## config.mk

```make
export PLATFORM = sky130hd
export DESIGN_NAME = amp_muldiv
export DESIGN_NICKNAME = d
export VERILOG_FILES = /design/src/rtl/core/amp_pkg.sv /design/src/rtl/core/amp_muldiv.sv
export SDC_FILE = /design/constraint.sdc
export NUM_CORES = 1
export LEC_CHECK = 0
export BUFFER_PORTS_ARGS = -buffer_cell sky130_fd_sc_hd__buf_4
export CAP_MARGIN = 20
export CELL_PAD_IN_SITES_DETAIL_PLACEMENT = 0
export CELL_PAD_IN_SITES_GLOBAL_PLACEMENT = 1
export CORE_ASPECT_RATIO = 2
export CORE_MARGIN = 5
export CORE_UTILIZATION = 25
export CTS_CLUSTER_DIAMETER = 120
export CTS_CLUSTER_SIZE = 30
export DETAILED_ROUTE_END_ITERATION = 8
export PLACE_DENSITY = 0.57
export SLEW_MARGIN = 30
export SYNTH_ARGS = -nofsm -noshare
export SYNTH_HDL_FRONTEND = slang
export SYNTH_SLANG_ARGS = --single-unit
```

## constraint.sdc

```tcl
create_clock -name clock -period 7.7 [get_ports clock]
set_clock_uncertainty 0.1 [all_clocks]
set_input_delay 0.77 -clock clock [delete_from_list [all_inputs] [get_ports clock]]
set_output_delay 0.77 -clock clock [all_outputs]
set_load 0.02 [all_outputs]
```

## src/rtl/core/amp_pkg.sv

```systemverilog
// shared constants, types and state codes for the aliased memory placer
package amp_pkg;

   localparam int MAX_RES    = 64;
   localparam int SLOT_W     = 6;
   localparam int SLOT_CNT_W = 7;
   localparam int SIZE_W     = 40;
   localparam int WT_W       = 16;
   localparam int POS_W      = 47;
   localparam int BYTE_W     = 56;
   localparam int BLK_W      = 17;
   localparam int PROD_W     = 64;
   localparam int STEP_W     = 6;

   localparam logic [SLOT_W-1:0]     LAST_SLOT = SLOT_W'(MAX_RES - 1);
   localparam logic [SLOT_CNT_W-1:0] SLOT_CNT  = SLOT_CNT_W'(MAX_RES);
   localparam logic [BYTE_W-1:0]     BYTE_MAX  = {BYTE_W{1'b1}};

   localparam logic OP_LOAD  = 1'b0;
   localparam logic OP_START = 1'b1;

   typedef enum logic [4:0] {
      ST_IDLE,
      ST_SEL_RD,
      ST_SEL_EX,
      ST_EMIT,
      ST_CUR_RD,
      ST_CUR_EX,
      ST_DIVW,
      ST_A_RD,
      ST_A_EX,
      ST_K_RD,
      ST_K_EX,
      ST_J_RD,
      ST_J_EX,
      ST_FIN,
      ST_MULW,
      ST_POOL,
      ST_POOLW,
      ST_LASTOUT
   } state_type;

   typedef struct packed {
      logic start;
      logic is_mul;
   } md_ctrl_type;

   typedef struct packed {
      logic busy;
      logic done;
   } md_stat_type;

endpackage

```

## src/rtl/core/amp_muldiv.sv

```systemverilog
// shared iterative unit: restoring divide for block rounding, shift-add multiply for bytes
module amp_muldiv (
   input  logic                            clock,
   input  logic                            reset,
   input  amp_pkg::md_ctrl_type            ctrl,
   input  logic [amp_pkg::POS_W-1:0]       a,
   input  logic [amp_pkg::BLK_W-1:0]       b,
   output amp_pkg::md_stat_type            stat,
   output logic [amp_pkg::POS_W-1:0]       quo,
   output logic                            rem_nz,
   output logic [amp_pkg::PROD_W-1:0]      prod
);

   logic                          busy_ff;
   logic                          done_ff;
   logic                          mul_ff;
   logic [amp_pkg::STEP_W-1:0]    cnt_ff;
   logic [amp_pkg::POS_W-1:0]     quo_ff;
   logic [amp_pkg::BLK_W-1:0]     rem_ff;
   logic [amp_pkg::BLK_W-1:0]     div_ff;
   logic [amp_pkg::PROD_W-1:0]    acc_ff;
   logic [amp_pkg::PROD_W-1:0]    mc_ff;
   logic [amp_pkg::BLK_W-1:0]     mp_ff;
   logic [amp_pkg::BLK_W:0]       trial;
   logic                          fits;
   logic [amp_pkg::STEP_W-1:0]    last_step;

   assign trial     = {rem_ff, quo_ff[amp_pkg::POS_W-1]};
   assign fits      = trial >= {1'b0, div_ff};
   assign last_step = mul_ff ? amp_pkg::STEP_W'(amp_pkg::BLK_W - 1)
                             : amp_pkg::STEP_W'(amp_pkg::POS_W - 1);

   always_ff @(posedge clock) begin
      if (reset) begin
         busy_ff <= 1'b0;
         done_ff <= 1'b0;
      end else begin
         done_ff <= 1'b0;
         if (ctrl.start && !busy_ff) begin
            busy_ff <= 1'b1;
            mul_ff  <= ctrl.is_mul;
            cnt_ff  <= '0;
            quo_ff  <= a;
            rem_ff  <= '0;
            div_ff  <= b;
            acc_ff  <= '0;
            mc_ff   <= amp_pkg::PROD_W'(a);
            mp_ff   <= b;
         end else if (busy_ff) begin
            if (mul_ff) begin
               if (mp_ff[0]) begin
                  acc_ff <= acc_ff + mc_ff;
               end
               mc_ff <= mc_ff << 1;
               mp_ff <= mp_ff >> 1;
            end else begin
               rem_ff <= fits ? amp_pkg::BLK_W'(trial - {1'b0, div_ff})
                              : amp_pkg::BLK_W'(trial);
               quo_ff <= {quo_ff[amp_pkg::POS_W-2:0], fits};
            end
            cnt_ff <= cnt_ff + 1'b1;
            if (cnt_ff == last_step) begin
               busy_ff <= 1'b0;
               done_ff <= 1'b1;
            end
         end
      end
   end

   assign stat.busy = busy_ff;
   assign stat.done = done_ff;
   assign quo       = quo_ff;
   assign rem_nz    = rem_ff != '0;
   assign prod      = acc_ff;

endmodule

```

==> parameters.txt, run 1 <==
Parameter                              Value

Clock network
  Clock latency on the worst-skew pair ... 0.51 ns
  Clock slew at reported path FFs ... 0.14 ns
  H-Tree Level Count ... 1
  Cell at the root of the clock tree ... sky130_fd_sc_hd__clkbuf_16
  Clock tree from TritonCTS ... done
  TritonCTS Buffers ... 11
  Resized Gates After CTS ... 0
  Post CTS Setup Buffer Count ... 0
  Clock Sinks ... 235
  Max Root-Sink Buffers ... 3
  Quantity of hold-fixing buffers added after cts ... 0

STA
  Setup violation total in the final timing report ... 0
  Measured slew at the worst slew-check pin ... 0.8752 ns
  Unrepaired setup endpoints after global routing ... no
  Final number of hold-violating endpoints ... 0
  Fmax achieved ... 0.2853 GHz
  Worst setup margin ... 4.195 ns
  Total negative slack ... 0 ns
  Max-slew violation count ... 0
  Final worst path period need ... 3.505 ns
  Slew Limit Headroom ... 40.89%
  Final cycle utilization of the critical path ... 45.52%

Floorplanning
  Floorplan die area ... 60,400 sq um
  Number of core rows ... 122
  Core footprint ... 55,110 sq um
  Count of pins on the block boundary ... 182
  Die Span X ... 176.3 microns
  Die Ht ... 342.6 microns
  Initial standard-cell utilization of the core ... 25.09%

Global routing
  Met1 usage ... 15.30%
  Overflow left after global routing ... 0
  Pin count of the biggest net entering global routing ... 62
  Number of global-route vias before repair ... 11,250
  Busiest metal layer after global routing ... met2
  Number of antenna violations at the first check in global routing ... 2
  Met3 routing resource usage after global routing ... 2.139%
  Global-route wire length before repair ... 66,520 microns
  GR Util All Layers ... 14.13%
  GRT met2 Usage ... 27.39%

Setup path
  Critical path's slowest cell ... sky130_fd_sc_hd__o41ai_1
  Critical path startpoint category ... flop
  Kind of critical path ... flop to flop
  Sort of element at the end of the critical path ... flop
  Data arrival at the endpoint of the critical path ... 3.67 ns
  Req. time, crit path ... 7.86 ns
  CP delay by family, top ... compound AO/OA/AOI/OAI gates
  Most frequent cell on the critical path ... sky130_fd_sc_hd__inv_1
  Max incr delay on CP ... 0.72 ns
  List of cells traversed by the critical path ... inv_1 > ha_1 > inv_1 > fa_1 > a21o_1 > a21oi_1 > nor2b_1 > o21a_1 > o41ai_1 > o21ai_0 > a211o_1 > nand2_1 > o22ai_1
  Worst Path Buf+Inv ... 2
  Crit Path Max Fanout ... 4
  Setup slack on the worst flop-to-flop path ... 4.19 ns

Synth
  Number of library cell types mapped by synthesis ... 70
  Net Count, Synth ... 1,548
  Number of storage elements in the synthesis netlist ... 235
  Cell count after synthesis ... 1,397
  Average instance area after synthesis ... 9.898 sq um
  Multiplexer share of the synthesized area ... 0.8687%
  Post-synthesis adder-cell area fraction ... 7.619%
  Fraction of synthesized cell area taken by the top area cell type ... 50.60%
  Prevailing post-synth register cell ... sky130_fd_sc_hd__edfxtp_1
  Synth warn ... 0
  Most frequent cells after synthesis ... 351 x sky130_fd_sc_hd__nand2_1, 233 x sky130_fd_sc_hd__edfxtp_1, 128 x sky130_fd_sc_hd__nor2_1, 86 x sky130_fd_sc_hd__a21oi_1, 81 x sky130_fd_sc_hd__ha_1
  Post-synthesis xor/xnor area fraction ... 4.244%
  Number of synthesized flops with an enable pin ... 233
  Post-synthesis compound-gate area fraction ... 14.05%
  Combinational family with the most area after synthesis ... simple AND/OR/NAND/NOR gates
  Area of the mapped netlist ... 13,830 sq um
  Sequential-to-total area share from yosys stat ... 50.89%
  Async S/R FF share, synth ... 0%
  Cell types occupying the most area after synthesis ... sky130_fd_sc_hd__edfxtp_1 51%, sky130_fd_sc_hd__nand2_1 9.5%, sky130_fd_sc_hd__ha_1 7.3%, sky130_fd_sc_hd__nor2_1 3.5%, sky130_fd_sc_hd__a21oi_1 3.1%
  Simple-gate share of the synthesized area ... 19.49%
  Most common cell in the netlist ... sky130_fd_sc_hd__nand2_1
  Area leader, netlist ... sky130_fd_sc_hd__edfxtp_1

Placed design
  IO Port Bufs ... 181
  DP Area ... 16,010 sq um
  Dpl ws ... 4.157 ns
  Post-DP HPWL ... 33,990 microns
  Placer's final routability congestion estimate ... 0.8509

Routing
  Total number of vias ... 10,640
  Post-Route WL ... 44,230 microns
  Final routed wire length divided by cell count ... 19.32 microns
  Number of DRC violations after detailed-routing iteration 0 ... 435
  Final ANT Viol Nets ... 0
  Mean number of vias per cell ... 4.648
  Number of iterations in the first detailed-routing pass ... 4
  Drc violations ... 0

Finish
  Finished Cell Area ... 16,310 sq um
  Number of nets in the final layout ... 1,692
  Layout overhead on the synthesized area ... 17.95%
  Fraction of layout cells with a size suffix above 1 ... 15.62%

Run status
  Outcome ... finished clean

Pwr
  Total power ... 3406 uW
  Maximum ir drop on the vdd rail ... 0.0001608 V
  Power per cell area ... 208.8 nW/um^2
  Leakage dissipation ... 0.006739 uW

Min path
  HP Class ... primary input to flop

Flow run
  Number of maximum-capacitance constraint violations ... 0
-- cell type report --
cell class | count | area, sq um
antenna | 2 | 5.005
clock buffer | 14 | 286.5
clock inverter | 1 | 7.507
fill | 5816 | 38800
inverter | 33 | 123.9
multi-input combinational | 1068 | 6455
sequential | 235 | 7037
tap | 744 | 930.9
timing repair buffer | 192 | 1464
-- per-layer routing --
layer	share of wire, %	vias to the layer above
met5	0	-
met4	3.2	0
met3	4.1	52
met2	55	220
met1	38	5118
li1	-	5250
-- cell families after synthesis --
kind of cell	after synthesis
DFF	235
muxes	12
xor gates and xnor gates	67
and+or+nand+nor	626
AOI/OAI and AO/OA	280
buffers and inverters	94
adders and majority gates	83
-- report_power, final --
part | switching [uW] | total (uW) | internal [uW]
clock | 440 | 710 | 269
sequential | 71.0 | 1630 | 1560
combinational | 657 | 1070 | 410
-- cell usage in the layout, fill, tap and decap left out, drive strengths merged, types with 6 or more instances in the layout --
master	n
nand2	351
edfxtp	233
buf	192
nor2	129
a21oi	92
ha	81
a21o	44
o21ai	44
xnor2	34
inv	33
xor2	33
and2	26
nand4	25
nor3	21
o21a	15
a211oi	15
nand2b	14
clkbuf	14
a31oi	13
nand3	12
o21bai	12
mux2i	12
nor2b	12
and3	9
o211ai	9
or3	8
nor4	6
o31ai	6
-- state kept, by name, summed over array words and instances (netlist names) --
name     count
mul_ff       1
cnt_ff       6
mc_ff       64
mp_ff       17
quo         47
rem_ff      17
busy_ff      1
div_ff      17
done_ff      1
prod        64
-- final timing paths --
kind                 startpoint                  endpoint  depth (start not counted)
min reg2reg  mp_ff[5]$_DFFE_PP_        mp_ff[4]$_DFFE_PP_                          2
max           quo[46]$_DFFE_PP_  rem_ff[12]$_SDFFCE_PP0P_                         13
min                       b[14]      div_ff[14]$_DFFE_PP_                          1
max reg2reg   quo[46]$_DFFE_PP_  rem_ff[12]$_SDFFCE_PP0P_                         13
-- through the flow --
| step | hold WS, ns | util, % | cells |
|---|---|---|---|
| after floorplan | 0.3905 | - | 1397 |
| after global placement | 0.4006 | 28.96 | 2269 |
| after detailed placement | 0.4064 | 29.05 | 2272 |
| after CTS | 0.3096 | 29.59 | 2287 |
| after global routing | 0.3202 | 29.59 | 2287 |
| final | 0.3422 | 29.60 | 2289 |
Note: power is estimated with default switching activity, not from simulation.
==> run 2: changes to the inputs <==
==> constraint.sdc (replaced) <==
create_clock -name clock -period 3.6 [get_ports clock]
set_clock_uncertainty 0.1 [all_clocks]
set_input_delay 0.36 -clock clock [delete_from_list [all_inputs] [get_ports clock]]
set_output_delay 0.36 -clock clock [all_outputs]
set_load 0.02 [all_outputs]
==> parameters.txt, run 2 (synthesis results as in run 1) <==
Parameter                              Value

STA
  Measured slew at the worst slew-check pin ... 0.7181 ns
  Setup violation total in the final timing report ... 0
  Max-slew violation count ... 0
  Fmax achieved ... 0.2965 GHz
  Final number of hold-violating endpoints ... 0
  Unrepaired setup endpoints after global routing ... no
  Final worst path period need ... 3.373 ns
  Final cycle utilization of the critical path ... 93.69%
  Worst setup margin ... 0.2271 ns
  Slew Limit Headroom ... 50.89%
  Total negative slack ... 0 ns

Finish
  Number of nets in the final layout ... 1,737
  Fraction of layout cells with a size suffix above 1 ... 16.80%
  Final core occ ... 30.36%
  Storage element area ... 7037 sq um
  Most frequent standard cell in the layout excluding fill and tap cells ... sky130_fd_sc_hd__nand2_1
  Finished Cell Area ... 16,730 sq um
  Layout overhead on the synthesized area ... 21.00%
  Total area of multi-input combinational cells ... 6466 sq um
  Commonest cells after routing, fill and taps aside ... 351 x sky130_fd_sc_hd__nand2_1, 233 x sky130_fd_sc_hd__edfxtp_1, 214 x sky130_fd_sc_hd__buf_4
  FILL cells ... 5,802
  Number of cells in the finished layout apart from fillers ... 2,334

Clock network
  Clock latency on the worst-skew pair ... 0.50 ns
  Max Root-Sink Buffers ... 3
  Clock Sinks ... 235
  Post CTS Setup Buffer Count ... 0
  Clock slew at reported path FFs ... 0.12 ns
  Cell at the root of the clock tree ... sky130_fd_sc_hd__clkbuf_16
  Clock tree from TritonCTS ... done
  TritonCTS Buffers ... 11
  H-Tree Level Count ... 1

Routing
  Final ANT Viol Nets ... 0
  Drc violations ... 0
  Total number of vias ... 10,890
  Final routed wire length divided by cell count ... 19.21 microns
  Number of DRC violations after detailed-routing iteration 0 ... 478
  Number of iterations in the first detailed-routing pass ... 5
  Post-Route WL ... 44,840 microns
  Mean number of vias per cell ... 4.668

Global routing
  Overflow left after global routing ... 0
  Pin count of the biggest net entering global routing ... 82
  Global-route wire length before repair ... 68,030 microns
  Number of antenna violations at the first check in global routing ... 1
  Number of global-route vias before repair ... 11,670
  GR Util All Layers ... 14.50%

Placed design
  Post-DP HPWL ... 34,510 microns
  DP Area ... 16,230 sq um
  IO Port Bufs ... 181
  Dpl ws ... 0.1071 ns
  Number of cells in the design after placement ... 2,298
  Placer's final routability congestion estimate ... 0.8718

Pwr
  Leakage dissipation ... 0.006956 uW
  Power per cell area ... 439.3 nW/um^2
  Maximum ir drop on the vdd rail ... 0.0003968 V

Setup path
  Kind of critical path ... flop to flop
  Data arrival at the endpoint of the critical path ... 3.54 ns
  Req. time, crit path ... 3.77 ns
  Crit Path Max Fanout ... 4
  Critical path startpoint category ... flop
  Sort of element at the end of the critical path ... flop

Floorplanning
  Number of core rows ... 122
  Initial standard-cell utilization of the core ... 25.09%
  Die Ht ... 342.6 microns
  Floorplan die area ... 60,400 sq um
  Count of pins on the block boundary ... 182
  Die Span X ... 176.3 microns
  Core footprint ... 55,110 sq um

Flow run
  Number of maximum-capacitance constraint violations ... 0

Min path
  HP Class ... primary input to flop

Run status
  Outcome ... finished clean
==> run 2: layout make-up <==
class / instances / share of cell area, %
clock inverters: 2 / 0.04487
diodes: 1 / 0.01496
flip-flops and latches: 235 / 42.06
well taps: 744 / 5.564
inverters: 33 / 0.7404
multi-input cells: 1068 / 38.65
repair buffers: 237 / 11.22
clock buffers: 14 / 1.713
==> run 2: where the power goes <==
| part | switching (uW) | leakage [uW] | internal (uW) |
|---|---|---|---|
| combinational | 1440 | 0.00458 | 938 |
| sequential | 154 | 0.00223 | 3330 |
| clock | 916 | 0.000142 | 576 |
| total | 2500 | 0.00696 | 4850 |
==> run 2: metrics by stage <==
step	hold WS, ns	power [uW]
after global routing	0.02425	7783
after global placement	0.3971	5920
after floorplan	0.3316	5077
after CTS	0.01138	7475
after detailed placement	0.4000	5924
final	0.03471	7350
==> run 2: final timing paths <==
path / startpoint / slack [ns] / endpoint / cells past startpoint
worst max register to register: mc_ff[5]$_DFFE_PP_ / 0.23 / prod[27]$_SDFFCE_PP0P_ / 12
worst min-delay path: a[20] / 0.03 / quo[20]$_DFFE_PP_ / 3
worst max-delay path: mc_ff[5]$_DFFE_PP_ / 0.23 / prod[27]$_SDFFCE_PP0P_ / 12
worst min register to register: mp_ff[8]$_DFFE_PP_ / 0.43 / mp_ff[7]$_DFFE_PP_ / 2
==> run 2: worst max-delay path, stage by stage, from the launching register on <==
cell                       delay, ns
sky130_fd_sc_hd__edfxtp_1       0.48
sky130_fd_sc_hd__ha_1           0.39
sky130_fd_sc_hd__nand2_1        0.07
sky130_fd_sc_hd__o21ai_0        0.22
sky130_fd_sc_hd__o21a_1         0.23
sky130_fd_sc_hd__a31o_2         0.24
sky130_fd_sc_hd__a21oi_4        0.09
sky130_fd_sc_hd__buf_4          0.15
sky130_fd_sc_hd__o21ai_0        0.45
sky130_fd_sc_hd__a21oi_1        0.23
sky130_fd_sc_hd__o21bai_1       0.28
sky130_fd_sc_hd__xnor2_1        0.15
sky130_fd_sc_hd__nor2_1         0.05
==> run 2: timing repair <==
action | in CTS | in global routing
hold buffers | 19 | 0
gates resized for setup | 0 | 3
setup endpoints to repair | 0 | 7
endpoints found under the hold margin | 19 | 0
==> run 2: layer usage <==
| metal | GRT usage (%) | up-vias | routed length [microns] |
|---|---|---|---|
| met2 | 28.08 | 259 | 24550 |
| li1 | - | 5338 | - |
| met4 | 5.675 | 0 | 1749 |
| met1 | 15.67 | 5231 | 16720 |
| met3 | 1.962 | 66 | 1815 |
| met5 | 0 | - | 0 |
